$ cat config.mk
export PLATFORM = sky130hd
export DESIGN_NAME = ffd_mul
export DESIGN_NICKNAME = d
export VERILOG_FILES = /design/src/ffd_mul.sv
export SDC_FILE = /design/constraint.sdc
export NUM_CORES = 2
export LEC_CHECK = 0
export BUFFER_PORTS_ARGS = -buffer_cell sky130_fd_sc_hd__clkbuf_2
export CORE_MARGIN = 8
export CORE_UTILIZATION = 70
export CTS_CLUSTER_DIAMETER = 80
export DETAILED_ROUTE_END_ITERATION = 10
export PLACE_DENSITY = 0.9
export SLEW_MARGIN = 20
export SYNTH_ARGS = -nofsm -noshare
export SYNTH_HDL_FRONTEND = slang
export SYNTH_SLANG_ARGS = --single-unit
export TNS_END_PERCENT = 50
$ cat constraint.sdc
create_clock -name clk -period 14.8 [get_ports clk]
set_input_delay 1.48 -clock clk [delete_from_list [all_inputs] [get_ports clk]]
set_output_delay 1.48 -clock clk [all_outputs]
set_load 0.05 [all_outputs]
$ cat src/ffd_mul.sv
// Registered 32x32 unsigned multiplier shared by the sequencer.
// No dependencies.
`default_nettype none
module ffd_mul (
  input  wire logic        clk,
  input  wire logic [31:0] a,
  input  wire logic [31:0] b,
  output logic      [63:0] p_r
);

  always_ff @(posedge clk) begin
    p_r <= a * b;
  end

endmodule
`default_nettype wire

==> results.md <==
* Final ANT Viol Nets at 0
* Worst slew pin tran at 0.980 ns
* Area grow syn2layout at 2.86%
* Most common cell in the netlist: fa_1
* Die Area at 56900 um2
* Routability Congestion at 0.946
* Max_slew headroom at 34.7%
* Iter 0 DRT Violations at 2038
* Core area at 49000 um2
* Clk root buf: clkbuf_16
* Fin. max-slew vios at 0
* Post-DP HPWL at 72100 um
* Largest cells by area after synthesis: fa_1 52%, and2_1 11%, ha_1 9.5%, inv_1 9.4%, nand2_1 5.2%
* Htree depth at 3
* Ys flop type: dfxtp_1
* First-pass GRT wire length at 151000 um
* First-pass DRT Iterations at 6
* Largest regs: p_r x64
* Clock-pin slew on the worst setup and hold paths at 0.06 ns
* Critical path capture point type: register
* Max reg flops at 64
* Sequence of cells on the critical path: clkbuf_2, nand2_1, fa_1, inv_1, fa_1, inv_1, fa_1, inv_1, fa_1, fa_1, fa_1, fa_1, inv_1, fa_1, inv_1, ha_1, nand4_1, or4_1, or3_1, a31oi_1, a31o_2, a211oi_1, o21ai_1, xor2_1
* WP buf/inv at 6
* YS warnings at 0
* Initial antenna violation count at 2
* Critical-path maximum fanout at 32
* I/O Pins at 129
* Chip Width at 239 um
* Crit path top cell by count: fa_1
* Post-CTS Setup Bufs at 0
* Yosys cell types at 57
* Via Count at 26200
* Initial Util at 70.8%
* Fin nets at 4900
* Hold Fails Final Rpt at 0
* Biggest register: p_r
* Syn Nets at 4972
* Largest net degree at the start of global routing at 33
* Clock buffer depth at 2
* EDFF count, synth at 0
* Hold Buf Count CTS at 0
* Setup TNS at 0 ns
* Sequential element share of the synthesized area at 3.69%
* CTS tree: done
* CTS buffer count at 9
* RSZ-0062 raised after global routing: false
* Tcrit/Tclk final at 63.0%
* Vias in the first global route at 30000
* Grt ovf at 0
* Gr usage total at 33.7%
* Synthesis-stage register bit count at 64
* Post-synth top cells: 896 x fa_1, 865 x inv_1, 602 x and2_1, 480 x nand2_1, 263 x ha_1
* Top cell type's share of synthesized area at 51.7%
* Crit Path Class: input pin to register
* Post-CTS Resized at 0
* CP delay by family, top: adder cells
* Max Cap Viol at 0
* Vias per std cell at 6.03
* Detailed-route DRC error count at 0
* Routed WL per cell at 21.2 um
* Arr. time, crit path at 9.60 ns
* Cells after Synth at 3748
* Worst hold path type: input pin to register
* Routed WL at 92400 um
* Outcome: finished, final reports clean
* Die H at 239 um
* Max stage delay on crit path at 0.62 ns
* Tmin final at 9.32 ns
* Req. time, crit path at 15.07 ns
* Post-synthesis cell type with the largest combined area: fa_1
* Synthesized cell area at 34700 um2
* Rows at 81
* Share of cells above drive strength 1 at 4.62%
* Setup violators final at 0
* Ys async rst share at 0%
* Syn_area_per_cell at 9.25 um2
* Crit path launch type: input pin
* Critical path's slowest cell: clkbuf_2
* Sink Count at 64
* Achievable Freq at 0.107 GHz
* Buffers on Ports at 128
==> final timing paths <==
check	end	startpoint	cells past startpoint	slack (ns)
worst max-delay path	p_r[62]	b[8]	24	5.48
worst min-delay path	p_r[0]	b[0]	3	1.74
==> metrics by stage <==
step	setup WS (ns)	hold WS [ns]	cell area (um2)	instances	utilization [%]
6_report	5.48	1.74	35700	4347	72.9
5_1_grt	5.26	1.75	35700	4347	72.9
4_1_cts	5.71	1.71	35700	4345	72.9
3_5_place_dp	5.38	1.98	35400	4329	72.3
3_3_place_gp	5.58	1.98	35400	4329	72.3
2_1_floorplan	6.57	1.61	34700	3748	-
==> worst min-delay path, delay by kind of cell <==
| kind | cells | cell delay [ns] |
|---|---|---|
| simple gates | 1 | 0.21 |
| buf+inv | 2 | 0.33 |
==> final cells by class <==
class | count | area [um2]
diodes | 2 | 5.00
clock buffers | 10 | 239
clock inverters | 6 | 43.8
fillers | 3260 | 13300
inverters | 865 | 3250
multi-input cells | 2599 | 29300
flip-flops and latches | 64 | 1280
well taps | 664 | 831
repair buffers | 137 | 708
==> metal layers <==
metal	share of wire [%]	up-vias	track usage, %
met5	0	-	0
met4	9.0	0	25.7
met3	9.6	598	6.15
met2	50	1742	58.1
met1	31	13200	36.9
li1	-	10700	-
==> layout by cell type (no fill, tap or decap), drive strengths merged, types with 3 or more instances in the layout <==
| master | synthesis | layout |
|---|---|---|
| ha | 263 | 263 |
| a221o | 4 | 4 |
| a31oi | 12 | 12 |
| clkinv | 0 | 4 |
| and2 | 602 | 602 |
| xor2 | 25 | 25 |
| a21o | 40 | 40 |
| buf | 7 | 9 |
| a21boi | 3 | 3 |
| o31ai | 5 | 5 |
| o21ai | 26 | 26 |
| or4 | 3 | 3 |
| a21oi | 66 | 66 |
| nand4 | 23 | 23 |
| xnor2 | 35 | 35 |
| o21bai | 11 | 11 |
| or2 | 3 | 3 |
| inv | 865 | 866 |
| clkbuf | 213 | 138 |
| o221ai | 3 | 3 |
| nand2 | 480 | 480 |
| and3 | 14 | 14 |
| dfxtp | 64 | 64 |
| fa | 896 | 896 |
| o21a | 9 | 9 |
| a211oi | 3 | 3 |
| nor2 | 20 | 20 |
| nand3 | 10 | 10 |
| or3 | 3 | 3 |
| a221oi | 4 | 4 |
| and4 | 3 | 3 |
| nor3 | 7 | 7 |
==> cell families after synthesis <==
group	after synthesis	share of synthesized area [%]
compound gates	202	4.15
xor+xnor	60	1.52
fa+ha+maj	1159	61.2
buf+inv	1085	11.8
flops	64	3.69
mux	1	0.0289
simple gates	1177	17.6
Power is left out: the tool's default activity adds up to more than one toggle a clock period on the data nets, which glitch-free logic cannot reach.
