**src/ffd_pkg.sv**
```systemverilog
// Shared types and constants for the free-fall detector.
// Used by ffd_iter and freefall_detect_integrate; depends on nothing.
`default_nettype none
package ffd_pkg;

  localparam int DW = 100;
  localparam int STEP_W = 6;

  localparam logic [19:0] GRAVITY_Q16 = 20'd642253;
  localparam logic [16:0] ONE_G_Q12 = 17'd4096;
  localparam logic [21:0] IDEAL_SCALE = 22'd3211264;
  localparam logic [9:0] PCT_SCALE = 10'd1000;

  localparam logic [STEP_W-1:0] SQRT_STEPS = 6'd16;
  localparam logic [STEP_W-1:0] DV_STEPS = 6'd24;
  localparam logic [STEP_W-1:0] DP_STEPS = 6'd32;
  localparam logic [STEP_W-1:0] PCT_STEPS = 6'd13;

  localparam logic [1:0] REG_CENTER = 2'd0;
  localparam logic [1:0] REG_TOL = 2'd1;
  localparam logic [1:0] REG_RATE = 2'd2;

  typedef struct packed {
    logic start;
    logic sqrt_mode;
    logic [STEP_W-1:0] steps;
  } iter_cmd_t;

endpackage
`default_nettype wire

```
**src/ffd_iter.sv**
```systemverilog
// Iterative restoring divider and integer square root, one step a cycle.
// Depends on ffd_pkg.
`default_nettype none
module ffd_iter (
  input  wire logic                  clk,
  input  wire logic                  rst_n,
  input  wire ffd_pkg::iter_cmd_t    cmd,
  input  wire logic [ffd_pkg::DW-1:0] num_i,
  input  wire logic [ffd_pkg::DW-1:0] den_i,
  output logic                       busy,
  output logic                       done,
  output logic [ffd_pkg::DW-1:0]     rem_o,
  output logic [31:0]                quo_o,
  output logic [15:0]                root_o
);

  logic [ffd_pkg::DW-1:0] r_r, r_nxt, d_r, d_nxt, operand;
  logic [31:0] b_r, q_r;
  logic [ffd_pkg::STEP_W-1:0] cnt_r;
  logic busy_r, done_r, mode_r, ge;

  always_comb begin
    operand = mode_r ? d_r + ffd_pkg::DW'(b_r) : d_r;
    ge = r_r >= operand;
    r_nxt = ge ? r_r - operand : r_r;
    if (mode_r) begin
      d_nxt = ge ? (d_r >> 1) + ffd_pkg::DW'(b_r) : d_r >> 1;
    end else begin
      d_nxt = d_r >> 1;
    end
  end

  always_ff @(posedge clk) begin
    if (!rst_n) begin
      busy_r <= 1'b0;
      done_r <= 1'b0;
      cnt_r <= '0;
    end else if (cmd.start) begin
      busy_r <= 1'b1;
      done_r <= 1'b0;
      cnt_r <= cmd.steps;
    end else if (busy_r) begin
      cnt_r <= cnt_r - 1'b1;
      if (cnt_r == ffd_pkg::STEP_W'(1)) begin
        busy_r <= 1'b0;
        done_r <= 1'b1;
      end
    end else begin
      done_r <= 1'b0;
    end
  end

  always_ff @(posedge clk) begin
    if (cmd.start) begin
      mode_r <= cmd.sqrt_mode;
      r_r <= num_i;
      d_r <= cmd.sqrt_mode ? '0 : den_i;
      b_r <= 32'h4000_0000;
      q_r <= '0;
    end else if (busy_r) begin
      r_r <= r_nxt;
      d_r <= d_nxt;
      b_r <= b_r >> 2;
      q_r <= {q_r[30:0], ge};
    end
  end

  assign busy = busy_r;
  assign done = done_r;
  assign rem_o = r_r;
  assign quo_o = q_r;
  assign root_o = d_r[15:0];

endmodule
`default_nettype wire
```
**config.mk**
```make
export PLATFORM = sky130hd
export DESIGN_NAME = ffd_iter
export DESIGN_NICKNAME = d
export VERILOG_FILES = /design/src/ffd_pkg.sv /design/src/ffd_iter.sv
export SDC_FILE = /design/constraint.sdc
export NUM_CORES = 1
export LEC_CHECK = 0
export BUFFER_PORTS_ARGS = -buffer_cell sky130_fd_sc_hd__buf_4
export CORE_ASPECT_RATIO = 1.5
export CORE_MARGIN = 2
export CORE_UTILIZATION = 55
export CTS_CLUSTER_SIZE = 40
export DETAILED_ROUTE_END_ITERATION = 8
export PLACE_DENSITY = 0.8
export SLEW_MARGIN = 30
export SYNTH_ARGS = -nofsm -noshare
export SYNTH_HDL_FRONTEND = slang
export SYNTH_SLANG_ARGS = --single-unit
```
**constraint.sdc**
```tcl
create_clock -name clk -period 8.7 [get_ports clk]
set_input_delay 0.435 -clock clk [delete_from_list [all_inputs] [get_ports clk]]
set_output_delay 0.435 -clock clk [all_outputs]
set_load 0.02 [all_outputs]
```
==> results of run 1 <==
## cells in the final DEF, fill, tap and decap left out, types with 33 or more instances in the layout
cell type / count
nor3_1: 67
nand3_1: 114
nor2b_1: 48
xnor2_1: 120
buf_4: 388
a21o_1: 53
nor4_1: 35
a21oi_1: 187
nand4_1: 101
inv_1: 52
dfxtp_1: 55
mux2i_1: 68
o21bai_1: 39
xor2_1: 122
edfxtp_1: 201
o21ai_1: 33
o21ai_0: 195
ha_1: 136
nor2_1: 202
nand2_1: 392
## where the power goes
| group | leakage (nW) | internal [mW] | total, mW | switching [mW] |
|---|---|---|---|---|
| combinational | 7.49 | 1.42 | 3.83 | 2.40 |
| sequential | 2.50 | 1.66 | 1.96 | 0.305 |
| clock | 0.487 | 0.730 | 1.31 | 0.580 |
| total | 10.5 | 3.81 | 7.10 | 3.29 |
## metal layers
layer | GRT usage | wire [um] | vias to the layer above
met5 | 0 | 0 | -
met4 | 0.3763 | 9894 | 0
met3 | 0.07071 | 7259 | 479
met2 | 0.7327 | 46010 | 1444
met1 | 0.4344 | 30760 | 11300
li1 | - | - | 10850
## path summary, 6_finish.rpt
kind | startpoint | end | slack, ns | cells after the start
min reg2reg | done | done | 0.46 | 2
min | cmd[6] | mode_r | 0.06 | 1
max | d_r[2] | d_r[37] | 1.18 | 24
max reg2reg | d_r[2] | d_r[37] | 1.18 | 24
## cell families after synthesis
family                     after synthesis  share of synthesized area
AOI/OAI and AO/OA                      729                     0.1998
muxes                                   74                    0.03269
and+or+nand+nor                       1133                     0.2435
adders and majority gates              137                    0.07523
buffers and inverters                  235                    0.04346
xor gates and xnor gates               242                    0.09261
DFF                                    257                     0.3127
## worst max-delay path, delay by kind of cell (launching register included)
family / cells / cell delay (ns)
fa+ha+maj: 2 / 0.85
flops: 1 / 0.50
xor+xnor: 1 / 0.09
buf+inv: 2 / 0.64
compound gates: 10 / 2.72
simple gates: 9 / 2.44
## per-stage QoR
step                total power [mW]  cells  instance area [sq um]  hold slack [ns]
detailed placement             5.705   3574                  25790           0.4492
global placement               5.676   3574                  25790           0.4443
floorplan                      4.419   2807                  22890           0.4779
finish                         7.100   3628                  26780          0.05585
global route                   7.426   3627                  26780          0.05812
CTS                            7.016   3626                  26780          0.04722
## state kept, by name, indices dropped and copies added (netlist names)
| name | flops |
|---|---|
| cnt_r | 6 |
| mode_r | 1 |
| rem_o | 100 |
| d_r | 100 |
| quo_o | 32 |
| busy | 1 |
| b_r | 16 |
| done | 1 |
## area by class of cell
class | count | area [sq um] | area share
multi-input cells | 2315 | 14770 | 0.5515
repair buffers | 391 | 2968 | 0.1108
clock inverters | 16 | 170.2 | 0.006353
inverters | 53 | 198.9 | 0.007427
clock buffers | 36 | 814.5 | 0.03041
flip-flops and latches | 257 | 7158 | 0.2672
diodes | 2 | 5.005 | 0.0001869
well taps | 558 | 698.2 | 0.02607
==> summary.txt, run 1 <==
Outcome
  – Status: completed

Critical path
  – Ordered list of cells on the worst path: ha_1, a31o_2, a31oi_1, o211a_1, o311ai_1, a21oi_1, o21ai_1, a41oi_2, buf_4, or3_1, nor2_1, xnor2_1, ha_1, nand4_1, nor4_1, nand4_1, nor3_1, nor2_1, o221ai_1, a21o_2, buf_4, and3_1, nand2_1, a221o_1
  – CP max-delay cell: nor4_1
  – CP Data Arrival Time: a little under 8 ns
  – CP max FO: 18
  – Largest stage delay on the critical path: 0.56 ns
  – Worst endpoint required time: 9.05 ns
  – CP Capture Type: flop
  – Setup CP Type: flop to flop
  – Critical Path Start Type: flop

Pwr
  – Pwr dens: 265.1 mW/mm^2
  – P_leak: roughly 10 nW
  – VDD IR max: roughly 0.24 mV

Clock network
  – Root Driver: clkbuf_16
  – CTS max path bufs: 3
  – Num CTS Buffers: 28
  – CTS tree: done
  – CTS clk-pin slew, worst paths: 0.07 ns
  – # resized after CTS: 0
  – Clock H-tree levels: 1
  – Clk sink count: 257
  – Postcts setup bufs: 0
  – Clk Latency, worst-skew pair: 0.61 ns
  – Hold_buf cts: 0

STA
  – Final hold viol count: 0
  – Min Clock Period, post-route: between 7 and 8 ns
  – Final setup vio count: 0
  – Max-slew violation count: 0
  – Worst Tran Pin Value: slightly below 1 ns
  – Skew final: 0.02781 ns
  – Crit share post-route: 0.8642
  – Worst relative slew slack: 0.3507
  – Final TNS setup: 0 ns
  – Post-route setup slack: 1.182 ns
  – Unrepaired setup endpoints after global routing: no
  – Max Fclk: 0.1330 GHz

Logic synthesis
  – Commonest cells post-synth: nand2_1 (393), nor2_1 (203), edfxtp_1 (201)
  – Primary FF master, synth: edfxtp_1
  – Mapped Area: 0.02289 sq mm
  – Sequential area share after synthesis: 0.3127
  – Post-synth top area share: 0.2637
  – Synth area leaders: edfxtp_1 (26%), ha_1 (7.4%), nand2_1 (6.4%)
  – Biggest area consumer among synthesized cells: edfxtp_1
  – Synthesized flop and latch total: 257
  – EDFF count, synth: between 200 and 250
  – Syn avg cell area: 8.153 sq um
  – Cells after synthesis: roughly 2,800
  – Syn_nets: 3,154
  – Post-synthesis cell type count: between 80 and 90
  – Synth warnings: 0
  – Asr flop ratio synth: 0
  – Cell with the most instances after synthesis: nand2_1

Global route
  – Largest net degree at the start of global routing: 126
  – Grt total ovfl: 0
  – Initial antenna violation count: 1
  – GRT Resource Usage Total: 0.4223
  – Vias in the first global route: about 24,000
  – First-pass GRT wire length: 138,700 um

Placed design
  – Final Wtd Congestion: 1.047
  – Dpl hpwl: 73,550 um
  – Setup WS pre-CTS: 1.483 ns
  – I/O Buffers: 359

Floorplanning
  – Die area: 0.04329 sq mm
  – Initial Utilization: 0.5568
  – Die height: approximately 250 um
  – Chip Width: 170.6 um
  – Number of top-level pins: 360
  – Core Box Area: 0.04110 sq mm
  – FP Rows: 91

Drt
  – Routed vias/inst: ~6.6
  – Post-Route WL: ~94,000 um
  – DR iter-0 viols: between 2,000 and 3,000
  – Post-route DRC: 0
  – DRT antenna net count: 0
  – Via count of the routed design: 24,070
  – DR WL/cell: 25.89 um
  – 1st-pass router iterations: 6

Worst hold path
  – Worst min path class: input port to flop

Layout
  – Final #Nets: 3,393
  – Synth-to-Final Area Change: 17.04%
  – Fin util: 0.6516
  – Fillers: around 3,500
  – Share of cells above drive strength 1: 0.1617

Run
  – MaxCap Viol Count: 0
Power figures use the tool's default switching activity.
==> inputs of run 2 (changes only) <==
Settings changed: CORE_MARGIN 2 to not set, PLACE_DENSITY 0.8 to not set, PLACE_DENSITY_LB_ADDON set to 0.3.
==> run 2 against run 1 <==
  * Maximum frequency down 3.1%
  * Flip-flop and latch count unchanged
  * Global-route usage shrank 0.25 points
  * Total power decreased by 1.2%
  * Cell count about the same
  * Cell area down 0.11%
  * Critical path depth decreased by 1
  * Combinational power barely moved
  * Setup slack worse by 0.24 ns
  * Sequential share of layout area hardly changed
  * Die area shrank 2.0%
  * Non-clock buffer count decreased by 1
==> summary.txt, run 2 (synthesized netlist as in run 1, its figures left out) <==
Outcome
  – Status: completed

Drt
  – Post-Route WL: 91,400 um (-2.7%)
  – DRT antenna net count: 0 (unchanged)
  – DR WL/cell: 25.20 um (-2.7%)
  – Via count of the routed design: 23,880 (-0.78%)
  – Routed vias/inst: 6.584 (-0.75%)
  – Post-route DRC: 0 (unchanged)
  – DR iter-0 viols: 2,439 (-4.2%)
  – 1st-pass router iterations: 8 (+2)

STA
  – Final TNS setup: 0 ns (unchanged)
  – Crit share post-route: 0.8915 (+0.02730)
  – Skew final: 0.01110 ns (-0.01670 ns)
  – Unrepaired setup endpoints after global routing: no
  – Final setup vio count: 0 (unchanged)
  – Max-slew violation count: 0 (unchanged)
  – Min Clock Period, post-route: 7.756 ns (+0.2375 ns)
  – Final hold viol count: 0 (unchanged)
  – Worst relative slew slack: 0.3117 (-0.03900)
  – Worst Tran Pin Value: 1.026 ns (+0.05461 ns)
  – Max Fclk: 0.1289 GHz (-3.1%)
  – Post-route setup slack: 0.9442 ns (-0.2375 ns)

Layout
  – Commonest non-fill, non-tap cell in the layout: nand2_1
  – Commonest cells after routing, fill and taps aside: nand2_1 (392), buf_4 (386), nor2_1 (202), edfxtp_1 (201), o21ai_0 (195)
  – Final #Nets: 3,392 (-0.029%)
  – Share of cells above drive strength 1: 0.1614 (-0.0002733)
  – Synth-to-Final Area Change: 16.90%

Critical path
  – Crit path to: d_r[71]
  – Ordered list of cells on the worst path: ha_1, a31o_2, a31oi_1, o211a_1, o311ai_1, a21oi_1, o21ai_1, a41oi_2, or3_1, nor2_1, xnor2_1, ha_1, nand4_1, nor4_1, nand4_1, nor3_1, nor2_1, o221ai_1, a21o_2, buf_4, nand4_2, or4_1, nand3_1
  – CP max FO: 13 (-5)
  – WP depth: 23 (-4.2%)
  – CP Capture Type: flop
  – Critical R2R Capture: d_r[71]
  – Worst r2r src: d_r[2]
  – Setup CP Type: flop to flop
  – R2R Setup Slk: 0.94 ns (-0.24 ns)
  – Worst Path Buf+Inv: 1 (-1)
  – Crit path from: d_r[2]
  – Critical path's top delay family: simple AND/OR/NAND/NOR gates
  – R2R depth: 23 (-4.2%)
  – CP max-delay cell: or3_1
  – Worst endpoint required time: 9.16 ns (+0.11 ns)
  – Critical Path Start Type: flop
  – CP Data Arrival Time: 8.21 ns (+0.34 ns)
  – Largest stage delay on the critical path: 0.67 ns (+0.11 ns)

Global route
  – Vias in the first global route: 23,590 (-0.33%)
  – Grt total ovfl: 0 (unchanged)
  – Initial antenna violation count: 2 (+1)
  – First-pass GRT wire length: 135,300 um (-2.4%)
  – Largest net degree at the start of global routing: 231 (+83%)
  – GRT Resource Usage Total: 0.4198 (-0.002495)

Pwr
  – Logic gate share of total power: 0.541 (+0.002)
  – Internal Power: 3.789 mW (-0.60%)
  – Pwr dens: 262.1 mW/mm^2 (-1.1%)
  – Flop pwr share: 0.278 (about the same)
  – P_leak: 10.46 nW (-0.12%)
  – Clock share of power: 0.181 (-0.004)
  – Tot Pwr: 7.013 mW (-1.2%)
  – Sw Pwr: 3.223 mW (-2.0%)
  – Switching part of the total: 0.4596 (-0.003462)
  – VDD IR max: 0.2045 mV (-14%)

Clock network
  – Root Driver: clkbuf_16
  – Clk Latency, worst-skew pair: 0.59 ns (-0.02 ns)
  – Clock H-tree levels: 1 (unchanged)
  – CTS max path bufs: 3 (unchanged)
  – # resized after CTS: 0 (unchanged)
  – Postcts setup bufs: 0 (unchanged)
  – CTS clk-pin slew, worst paths: 0.07 ns (about the same)
  – Num CTS Buffers: 28 (unchanged)
  – Clk sink count: 257 (unchanged)
  – CTS tree: done
  – Hold_buf cts: 0 (unchanged)

Floorplanning
  – Initial Utilization: 0.5568 (unchanged)
  – Core Box Area: 0.04110 sq mm (unchanged)
  – Number of top-level pins: 360 (unchanged)
  – Die area: 0.04245 sq mm (-2.0%)
  – Chip Width: 168.6 um (-1.2%)
  – FP Rows: 91 (unchanged)
  – Die height: 251.8 um (-0.79%)

Placed design
  – Setup WS pre-CTS: 1.222 ns (-0.2606 ns)
  – I/O Buffers: 359 (unchanged)
  – Dpl hpwl: 71,140 um (-3.3%)
  – Final Wtd Congestion: 1.034 (-1.3%)

Worst hold path
  – Worst min path class: input port to flop

Run
  – MaxCap Viol Count: 0 (unchanged)
run 2: worst min path at each step:
stage             from       to  slack (ns)  cells after the start
2_1_floorplan  b_r[30]  b_r[30]        0.48                      2
3_3_place_gp      done     done        0.45                      2
3_5_place_dp      done     done        0.46                      2
4_1_cts         cmd[6]   mode_r        0.07                      1
5_1_grt         cmd[6]   mode_r        0.08                      1
6_report        cmd[6]   mode_r        0.07                      1
run 2: cell type report:
class / count / area [sq um]
repair buffers: 390 / 2973
flip-flops and latches: 257 / 7158
inverters: 53 / 198.9
clock buffers: 35 / 780.7
well taps: 558 / 698.2
fillers: 3530 / 14350
diodes: 2 / 5.005
multi-input cells: 2315 / 14780
clock inverters: 17 / 162.7
run 2: power groups by stage:
stage                     registers, mW  clock network [mW]  logic (mW)
after CTS                          1.94                1.27        3.72
after floorplan                    2.04                   0        2.38
after detailed placement           1.96                   0        3.70
final                              1.95                1.27        3.80
after global placement             1.95                   0        3.66
after global routing               1.96                1.31        4.07
run 2: metrics by stage:
stage | std cells | util | hold slack (ns) | area (sq um)
floorplan | 2807 | - | 0.4779 | 22890
global placement | 3573 | 0.6275 | 0.4461 | 25790
detailed placement | 3573 | 0.6277 | 0.4563 | 25800
CTS | 3625 | 0.6506 | 0.06816 | 26740
global route | 3627 | 0.6509 | 0.07779 | 26750
finish | 3627 | 0.6509 | 0.07384 | 26750
run 2: metal layers:
layer  track usage  part of all wire  vias to the layer above
li1              -                 -                    10860
met1        0.4400              0.33                    11140
met2        0.7381              0.49                     1471
met3       0.05867             0.079                      410
met4        0.3610             0.096                        0
met5             0                 0                        -
